$ cat src/hdl/bda_pkg.sv
package bda_pkg;

    // Item kinds
    typedef enum logic [1:0] {
        KIND_TICK    = 2'd0,
        KIND_PUSH    = 2'd1,
        KIND_RELEASE = 2'd2
    } t_kind;

    // Configuration register indexes
    typedef enum logic [1:0] {
        REG_DEBOUNCE     = 2'd0,
        REG_FIRST_REPEAT = 2'd1,
        REG_REPEAT       = 2'd2
    } t_reg_idx;

    localparam int unsigned TIME_W        = 16;
    localparam int unsigned CFG_IDX_W     = 2;
    localparam int unsigned NUM_BUTTONS   = 2;

    localparam logic [TIME_W-1:0] DEBOUNCE_RST     = 16'd20;
    localparam logic [TIME_W-1:0] FIRST_REPEAT_RST = 16'd500;
    localparam logic [TIME_W-1:0] REPEAT_RST       = 16'd100;

endpackage

$ cat src/hdl/bda_in_if.sv
interface bda_in_if;
    logic       valid;
    logic       ready;
    logic [1:0] kind;
    logic       button;
    logic       pin_pushed;
    logic       repeat_enable;

    modport source (output valid, kind, button, pin_pushed, repeat_enable, input ready);
    modport sink   (input valid, kind, button, pin_pushed, repeat_enable, output ready);
endinterface

$ cat src/hdl/bda_out_if.sv
interface bda_out_if;
    logic valid;
    logic ready;
    logic push_event;
    logic release_event;

    modport source (output valid, push_event, release_event, input ready);
    modport sink   (input valid, push_event, release_event, output ready);
endinterface

$ cat src/hdl/button_debounce_autorepeat.sv
// Each accepted request passes through the input register and then the result register.
// Throughput: one request per cycle while the result is taken; each request is one compare
// and reload or decrement of a single button's timer, done between input and result register.
// Reset (synchronous, active low): timers and repeat flags cleared, registers back to
// debounce 20, first repeat 500, repeat 100 ticks; both pipeline stages empty.
module button_debounce_autorepeat #(
    parameter int unsigned NUM_BUTTONS = bda_pkg::NUM_BUTTONS
) (
    input  logic                                 i_clk,
    input  logic                                 i_rst_n,
    bda_in_if.sink                               i_in,
    bda_out_if.source                            o_out,
    input  logic                                 i_cfg_we,
    input  logic [bda_pkg::CFG_IDX_W-1:0]        i_cfg_idx,
    input  logic [bda_pkg::TIME_W-1:0]           i_cfg_data
);

    // The button field is one bit, so at most two buttons are reachable
    localparam int unsigned NUM_ST = (NUM_BUTTONS < 2) ? NUM_BUTTONS : 2;
    localparam int unsigned IDX_W  = 1;
    localparam int unsigned TW     = bda_pkg::TIME_W;

    // Configuration registers
    logic [TW-1:0] r_debounce;
    logic [TW-1:0] r_first_repeat;
    logic [TW-1:0] r_repeat;

    // Per-button state
    logic [TW-1:0] r_timer [NUM_ST];
    logic          r_rep   [NUM_ST];

    // Input register
    logic       r_in_vld;
    logic [1:0] r_kind;
    logic       r_btn;
    logic       r_pin;
    logic       r_rep_en;

    // Result register
    logic r_out_vld;
    logic r_push;
    logic r_rel;

    logic             out_free;
    logic             fire;
    logic             in_range;
    logic [IDX_W-1:0] idx;
    logic [TW-1:0]    cur_t;
    logic             cur_rep;
    logic [TW-1:0]    n_timer;
    logic             n_rep;
    logic             n_push;
    logic             n_rel;

    assign out_free   = !r_out_vld || o_out.ready;
    assign fire       = r_in_vld && out_free;
    assign i_in.ready = !r_in_vld || out_free;

    assign o_out.valid         = r_out_vld;
    assign o_out.push_event    = r_push;
    assign o_out.release_event = r_rel;

    // Write configuration
    always_ff @(posedge i_clk) begin
        if (!i_rst_n) begin
            r_debounce     <= bda_pkg::DEBOUNCE_RST;
            r_first_repeat <= bda_pkg::FIRST_REPEAT_RST;
            r_repeat       <= bda_pkg::REPEAT_RST;
        end else if (i_cfg_we) begin
            unique case (i_cfg_idx)
                bda_pkg::REG_DEBOUNCE:     r_debounce     <= i_cfg_data;
                bda_pkg::REG_FIRST_REPEAT: r_first_repeat <= i_cfg_data;
                bda_pkg::REG_REPEAT:       r_repeat       <= i_cfg_data;
                default: ;
            endcase
        end
    end

    // Capture the request
    always_ff @(posedge i_clk) begin
        if (!i_rst_n) begin
            r_in_vld <= 1'b0;
        end else if (i_in.ready) begin
            r_in_vld <= i_in.valid;
        end
    end

    always_ff @(posedge i_clk) begin
        if (i_in.ready && i_in.valid) begin
            r_kind   <= i_in.kind;
            r_btn    <= i_in.button;
            r_pin    <= i_in.pin_pushed;
            r_rep_en <= i_in.repeat_enable;
        end
    end

    // Select the button's state
    assign in_range = (7'(r_btn) < 7'(NUM_BUTTONS));
    assign idx      = in_range ? IDX_W'(r_btn) : '0;
    assign cur_t    = r_timer[idx];
    assign cur_rep  = r_rep[idx];

    // Decrement, reload or fire
    always_comb begin
        n_timer = cur_t;
        n_rep   = cur_rep;
        n_push  = 1'b0;
        n_rel   = 1'b0;
        if (in_range) begin
            case (r_kind)
                bda_pkg::KIND_TICK: begin
                    if (cur_t != '0) begin
                        n_timer = cur_t - TW'(1);
                    end
                end
                bda_pkg::KIND_PUSH: begin
                    if (r_pin) begin
                        if (cur_t == TW'(1)) begin
                            n_push = 1'b1;
                            if (r_rep_en) begin
                                if (!cur_rep) begin
                                    n_timer = r_first_repeat;
                                    n_rep   = 1'b1;
                                end else begin
                                    n_timer = r_repeat;
                                end
                            end else begin
                                n_timer = '0;
                            end
                        end
                    end else begin
                        n_timer = r_debounce;
                        n_rep   = 1'b0;
                    end
                end
                bda_pkg::KIND_RELEASE: begin
                    if (r_pin) begin
                        n_timer = r_debounce;
                    end else if (cur_t == TW'(1)) begin
                        n_rel   = 1'b1;
                        n_timer = '0;
                    end
                end
                default: ;
            endcase
        end
    end

    // Update per-button state
    always_ff @(posedge i_clk) begin
        if (!i_rst_n) begin
            for (int b = 0; b < NUM_ST; b++) begin
                r_timer[b] <= '0;
                r_rep[b]   <= 1'b0;
            end
        end else if (fire && in_range) begin
            r_timer[idx] <= n_timer;
            r_rep[idx]   <= n_rep;
        end
    end

    // Hold the result until taken
    always_ff @(posedge i_clk) begin
        if (!i_rst_n) begin
            r_out_vld <= 1'b0;
        end else if (out_free) begin
            r_out_vld <= r_in_vld;
        end
    end

    always_ff @(posedge i_clk) begin
        if (fire) begin
            r_push <= n_push;
            r_rel  <= n_rel;
        end
    end

endmodule

$ cat src/flat_wrapper.sv
// flat-port wrapper written by rule: the top's interface ports become plain ports
module button_debounce_autorepeat_flat 
#(
    parameter int unsigned NUM_BUTTONS = bda_pkg::NUM_BUTTONS
)
  (i_clk, i_rst_n, i_cfg_we, i_cfg_idx, i_cfg_data, i_in_valid, i_in_kind, i_in_button, i_in_pin_pushed, i_in_repeat_enable, i_in_ready, o_out_valid, o_out_push_event, o_out_release_event, o_out_ready);
  bda_in_if i_in_i ();
  bda_out_if o_out_i ();
  input  logic i_clk;
  input  logic i_rst_n;
  input  logic i_cfg_we;
  input  logic [bda_pkg::CFG_IDX_W-1:0] i_cfg_idx;
  input  logic [bda_pkg::TIME_W-1:0] i_cfg_data;
  input wire logic [$bits(i_in_i.valid)-1:0] i_in_valid;
  input wire logic [$bits(i_in_i.kind)-1:0] i_in_kind;
  input wire logic [$bits(i_in_i.button)-1:0] i_in_button;
  input wire logic [$bits(i_in_i.pin_pushed)-1:0] i_in_pin_pushed;
  input wire logic [$bits(i_in_i.repeat_enable)-1:0] i_in_repeat_enable;
  output wire logic [$bits(i_in_i.ready)-1:0] i_in_ready;
  output wire logic [$bits(o_out_i.valid)-1:0] o_out_valid;
  output wire logic [$bits(o_out_i.push_event)-1:0] o_out_push_event;
  output wire logic [$bits(o_out_i.release_event)-1:0] o_out_release_event;
  input wire logic [$bits(o_out_i.ready)-1:0] o_out_ready;
  assign i_in_i.valid = i_in_valid;
  assign i_in_i.kind = i_in_kind;
  assign i_in_i.button = i_in_button;
  assign i_in_i.pin_pushed = i_in_pin_pushed;
  assign i_in_i.repeat_enable = i_in_repeat_enable;
  assign i_in_ready = i_in_i.ready;
  assign o_out_valid = o_out_i.valid;
  assign o_out_push_event = o_out_i.push_event;
  assign o_out_release_event = o_out_i.release_event;
  assign o_out_i.ready = o_out_ready;
  button_debounce_autorepeat #(.NUM_BUTTONS(NUM_BUTTONS)) u_core (.i_clk(i_clk), .i_rst_n(i_rst_n), .i_in(i_in_i), .o_out(o_out_i), .i_cfg_we(i_cfg_we), .i_cfg_idx(i_cfg_idx), .i_cfg_data(i_cfg_data));
endmodule
$ cat config.mk
export PLATFORM = sky130hd
export DESIGN_NAME = button_debounce_autorepeat_flat
export DESIGN_NICKNAME = d
export VERILOG_FILES = /design/src/hdl/bda_pkg.sv /design/src/hdl/bda_in_if.sv /design/src/hdl/bda_out_if.sv /design/src/hdl/button_debounce_autorepeat.sv /design/src/flat_wrapper.sv
export SDC_FILE = /design/constraint.sdc
export NUM_CORES = 1
export LEC_CHECK = 0
export ABC_AREA = 1
export BUFFER_PORTS_ARGS = -buffer_cell sky130_fd_sc_hd__buf_2
export CAP_MARGIN = 20
export CORE_MARGIN = 2
export CORE_UTILIZATION = 46
export DETAILED_ROUTE_END_ITERATION = 6
export HOLD_SLACK_MARGIN = 0.08
export PLACE_DENSITY = 0.59
export RECOVER_POWER = 100
export SYNTH_ARGS = -nofsm -noshare
export SYNTH_HDL_FRONTEND = slang
export SYNTH_SLANG_ARGS = --single-unit
$ cat constraint.sdc
create_clock -name i_clk -period 3.1 [get_ports i_clk]
set_clock_uncertainty 0.2 [all_clocks]
set_input_delay 0.155 -clock i_clk [delete_from_list [all_inputs] [get_ports i_clk]]
set_output_delay 0.155 -clock i_clk [all_outputs]
set_load 0.01 [all_outputs]
Word level (Yosys, flattened, before mapping). Memory sizes are Yosys's and may differ from the RTL's. A register that Yosys moved wholly into a read port is not among the register bits. Index checks and enable logic that the tools add are counted.

Output and inout port bits: 4. Logic and storage cells: 61. Memories: 2. Input port bits: 28. Bits in latches: 0. Flip-flop bits (word level): 57. ROM bits: 0. Memory bits (writable): 34.

Memory list: u_core.r_timer (words 2, bits a word 16, read ports 1, clocked after memory_dff 1, write ports 2, RTL line button_debounce_autorepeat.sv:29) `logic [TW-1:0] r_timer [NUM_ST];`; u_core.r_rep (words 2, bits a word 1, read ports 1, clocked after memory_dff 1, write ports 2, RTL line button_debounce_autorepeat.sv:30) `logic r_rep [NUM_ST];`.

Multipliers: 0. Order comparisons: 0. Reductions and logical operators: 16. Multiplexer cells: 25. Bitwise gates (word level): 1. Divide/modulo/power cells: 0. Shift-type cells: 0. Equality and inequality tests: 5. $add $sub $neg: 1.

Operators by type and width (count): $mux 16 (8); $pmux 16 s3 (1); $eq 16x1->1 const B (1); $mux 1 (16); $reduce_bool 16->1 (1); $reduce_or 16->1 (1); $sub 16x1->16 const B (1); $reduce_and 2->1 (4); $eq 2x1->1 const B (2); $eq 2x2->1 const B (2); $logic_not 2->1 (2); $logic_and 1x1->1 (2); $logic_not 1->1 (2); $logic_or 1x1->1 (2); $reduce_or 2->1 (1); $not 1->1 (1); $reduce_or 1->1 (1).

Longest topological paths before layout.
Word-level depth: 8. Depth in mapped cells: 17. Depth with buffers taken out: 15.

Least setup slack after synthesis. Ideal clock, no wire load.

Path type: flip-flop to flip-flop. Start: reg with a tool-made name. End: mem u_core.r_timer[1][12] (netlist bit), data pin. Stages on the path, launching flop included: 16. Path buffers: 3. Required time: 2634 ps. Arrival time: 1832 ps. Path slack: 802 ps. Library setup time: 266 ps. Clock period less this slack: 2298 ps. Cells stage by stage: dfxtp_1 > buf_6 > inv_4 > buf_6 > nand2_1 > nand2_1 > inv_1 > ha_1 > nand2_1 > nor2_1 > nand2_2 > buf_6 > nand4_1 > nand3_1 > nor2_2 > nor2_1.

RTL lines (RTL line): end, declared (button_debounce_autorepeat.sv:29).

==> impl.org <==
** Synth
- Net Count, Synth :: 791
- Synthesis inferred 92 register bits.
- Ranked by instance count, the synthesized netlist is headed by 206 x nand2_1, 140 x nor2_1, 65 x inv_1, 62 x o21ai_0, 53 x dfxtp_1.
- Top cells by area, synth :: edfxtp_1 22%, dfxtp_1 20%, nand2_1 15%, nor2_1 9.9%, o21ai_0 5.8%
- Yosys mapped a number of flops with a built-in enable equal to 39.
- Sequential elements use 42.1% of the synthesized area.
- Among all flip-flop cells after synthesis, the most frequent one is dfxtp_1.
- Number of unique standard cell types used by synthesis :: 34
- Yosys printed 0 warnings.
- In the post-synthesis netlist, the cell with the most instances is nand2_1.
- In this run the cell area of the synthesized design comes to 0.00531 sq mm.
- Synthesis produced a netlist whose cell count is 761.
- Cell type with the highest aggregate area in the netlist :: edfxtp_1
- Counting flops with an async set or reset pin after synthesis yields a share of 0%.
- Portion of synthesized cell area occupied by the leading cell type :: 22.1%
- Average size of a mapped cell :: 6.97 sq um

** Drt
- TritonRoute pass-1 iters :: 5
- The detailed router placed 5009 vias in this run.
- Detail Route Antenna Nets :: 0
- First-iteration detailed-routing DRC count :: 340
- DRC violation count after routing :: 0
- Total routed wirelength :: 14200 um
- Vias/cell :: 5.26
- Routed wirelength normalized by instance count :: 14.9 um

** STA
- Setup violations remaining at the end of the flow were counted as 0.
- In the post-route analysis, the smallest setup slack over all paths is 350 ps.
- Fmax :: 0.364 GHz
- The final count of pins violating max slew was 0.
- Relative max-transition margin :: 25.0%
- Subtracting the final worst setup slack from the clock period gives 2750 ps.
- Number of hold violations in the final report :: 0
- Dividing the final minimum period by the clock period gives 88.7%.
- Summed over all failing endpoints, the final setup total negative slack is 0 ps.
- Setup repair after global routing left no endpoint under its margin.
- At the pin with the least slew margin, the transition time is 1130 ps.

** Cells and area
- Area Growth Syn to Fin :: 14.9%
- Sequential cell area in the final layout :: 0.00223 sq mm
- Post-layout instance area :: 0.00609 sq mm
- Fill cells in the final layout number 1121.
- The multi-input combinational cells in the finished layout cover a total of 0.00260 sq mm.
- Layout Utilization :: 53.8%
- Of the cells placed in the final design, the portion with a size suffix greater than 1 is 11.0%.
- At the end of the flow, the number of nets in the layout was 836.
- Antenna Diode Count :: 0

** Worst hold path
- Hold Path Class :: primary input to flop

** Clocking
- Deepest clock path buffer count :: 2
- Post-CTS Setup Repair Bufs :: 0
- The tree is rooted in a clkbuf_16.
- Clk pin slew, worst setup/hold paths :: 60 ps
- The H-tree was split into 3 levels.
- TritonCTS built the clock tree.
- The number of clock buffers added by TritonCTS is 9.
- Number of clock sinks :: 92
- Source-to-sink clock delay at the later pin of the worst-skew pair :: 340 ps

** Critical path
- Data on the critical path arrives at its endpoint at 2640 ps.
- STA puts the critical path data required time at 2990 ps.
- Sort of element at the end of the critical path :: flop
- Category of the worst setup path launch point :: flop
- WS Path Type :: flop to flop
- Crit Path Max Fanout :: 22

** Die
- Die W :: 111 um
- The die covers 0.0124 sq mm.
- After floorplanning, the core was sized to cover 0.0113 sq mm.
- 32 I/O pins were placed.
- The initial utilization of the core area, before any placement, comes to 46.9%.
- The floorplan has 39 rows.
- In this run the vertical extent of the chip is 111 um.

** Job
- The tool flagged a number of max-cap violations equal to 0.

** Placed design
- Post-Place Setup Slack :: 324 ps
- Routability cong. :: 0.896
- Instance area after placement :: 0.00555 sq mm
- PortBufs :: 31
- Summed over all nets, the half-perimeter wirelength after detailed placement is 10200 um.

** Global routing
- Entering global routing, the biggest net connects 53 pins.
- Wire length of the first global-routing pass :: 23200 um
- After global routing the overflow that remains totals 0.
- Overall Global Routing Usage :: 23.2%
- Number of antenna violations at the first check in global routing :: 0
- Via count of the first global-routing pass :: 4556

** Status
- The flow ran to the end, and the final reports show no timing, DRC or antenna violations.

** Power
- IR analysis of the VDD net gives a maximum drop of 0.359 mV.
- The analysis attributes to cell leakage a power of 2.70 nW.
- Power spread over the standard cell area amounts to 496 mW/mm^2.
## registers in the layout, indices dropped and copies added, names as in the netlist, 2 cells and up, named ones only
register               cells
u_core.r_timer            32
u_core.r_kind              2
u_core.r_rep               2
u_core.r_debounce         16
u_core.r_repeat           16
u_core.r_first_repeat     16
## critical path, cell delays in order (launching register included)
cell and delay [ps]:
dfxtp_2 360, buf_4 220, nand2_1 80, nand2_1 110, inv_1 160, ha_1 310
nand2_1 160, nor2_1 150, nand2_2 200, nand4_1 190, nand3_1 100, nor2_1 180
nor2_1 60
## cells in the final DEF, fill, tap and decap left out, types with 2 or more instances in the layout
cell type / synthesis / routed
nand3_1: 35 / 36
clkbuf_1: 26 / 8
ha_1: 2 / 2
nand2_1: 206 / 206
nor2_2: 6 / 4
nand4_1: 26 / 26
buf_4: 3 / 10
inv_1: 65 / 66
clkbuf_16: 0 / 11
nor3_1: 2 / 2
dfxtp_1: 53 / 52
dlygate4sd3_1: 0 / 26
clkbuf_8: 0 / 2
o21ai_2: 1 / 2
edfxtp_1: 39 / 39
nand2_2: 15 / 15
o211ai_1: 3 / 3
clkinv_1: 3 / 3
inv_4: 1 / 2
a221oi_1: 10 / 10
buf_2: 3 / 25
nor2_1: 140 / 142
nor2_4: 5 / 5
clkbuf_2: 0 / 2
nand2_4: 8 / 8
a21oi_1: 31 / 31
o21ai_0: 62 / 63
## cell type report
cell class / count / area share, %
multi-input combinational: 562 / 42.7
sequential: 92 / 36.7
timing repair buffer: 71 / 8.21
clock buffer: 13 / 4.97
inverter: 70 / 4.35
tap: 143 / 2.94
clock inverter: 2 / 0.185
## per-stage QoR
step,hold slack [ps],cells,power [mW]
after detailed placement,134,912,1.90
after CTS,121,953,3.05
final,122,953,3.02
after global routing,178,953,3.16
after global placement,133,912,1.89
after floorplan,53.9,761,1.75
## metal layers
layer / GRT usage (%) / share of wire (%)
met5: 0 / 0
met2: 37.4 / 46
met4: 6.34 / 1.2
met3: 3.32 / 4.8
met1: 32.8 / 47
## power breakdown
group,total [mW],internal (mW),leakage (nW),switching (mW)
sequential,1.36,1.33,0.837,0.0374
clock,1.13,0.680,0.158,0.446
combinational,0.532,0.173,1.71,0.359
total,3.02,2.18,2.70,0.842
## path summary, 6_finish.rpt
path	slack, ps	startpoint	cells after the start	end
max	350	flop	12	u_core.r_timer[0][12]$_SDFFCE_PN0P_
max reg2reg	350	flop	12	u_core.r_timer[0][12]$_SDFFCE_PN0P_
min	120	i_rst_n	5	u_core.r_timer[0][7]$_SDFFCE_PN0P_
min reg2reg	250	u_core.r_repeat[4]$_SDFFE_PN0P_	2	u_core.r_repeat[4]$_SDFFE_PN0P_
## timing repair
| item | in CTS | in global routing |
|---|---|---|
| endpoints found under the hold margin | 56 | 0 |
| endpoints found under the setup margin | 0 | 2 |
| hold buffers | 26 | 0 |
| resized for setup | 0 | 1 |
## cells by family after synthesis
kind of cell             share of synthesized area (%)
adder cells (fa/ha/maj)                          0.472
flip-flops                                        42.1
multiplexers                                     0.212
XOR/XNOR                                         0.165
AO/OA/AOI/OAI                                     11.7
buffers and inverters                             8.77
AND/OR/NAND/NOR                                   36.6
Note: power is estimated with default switching activity, not from simulation.
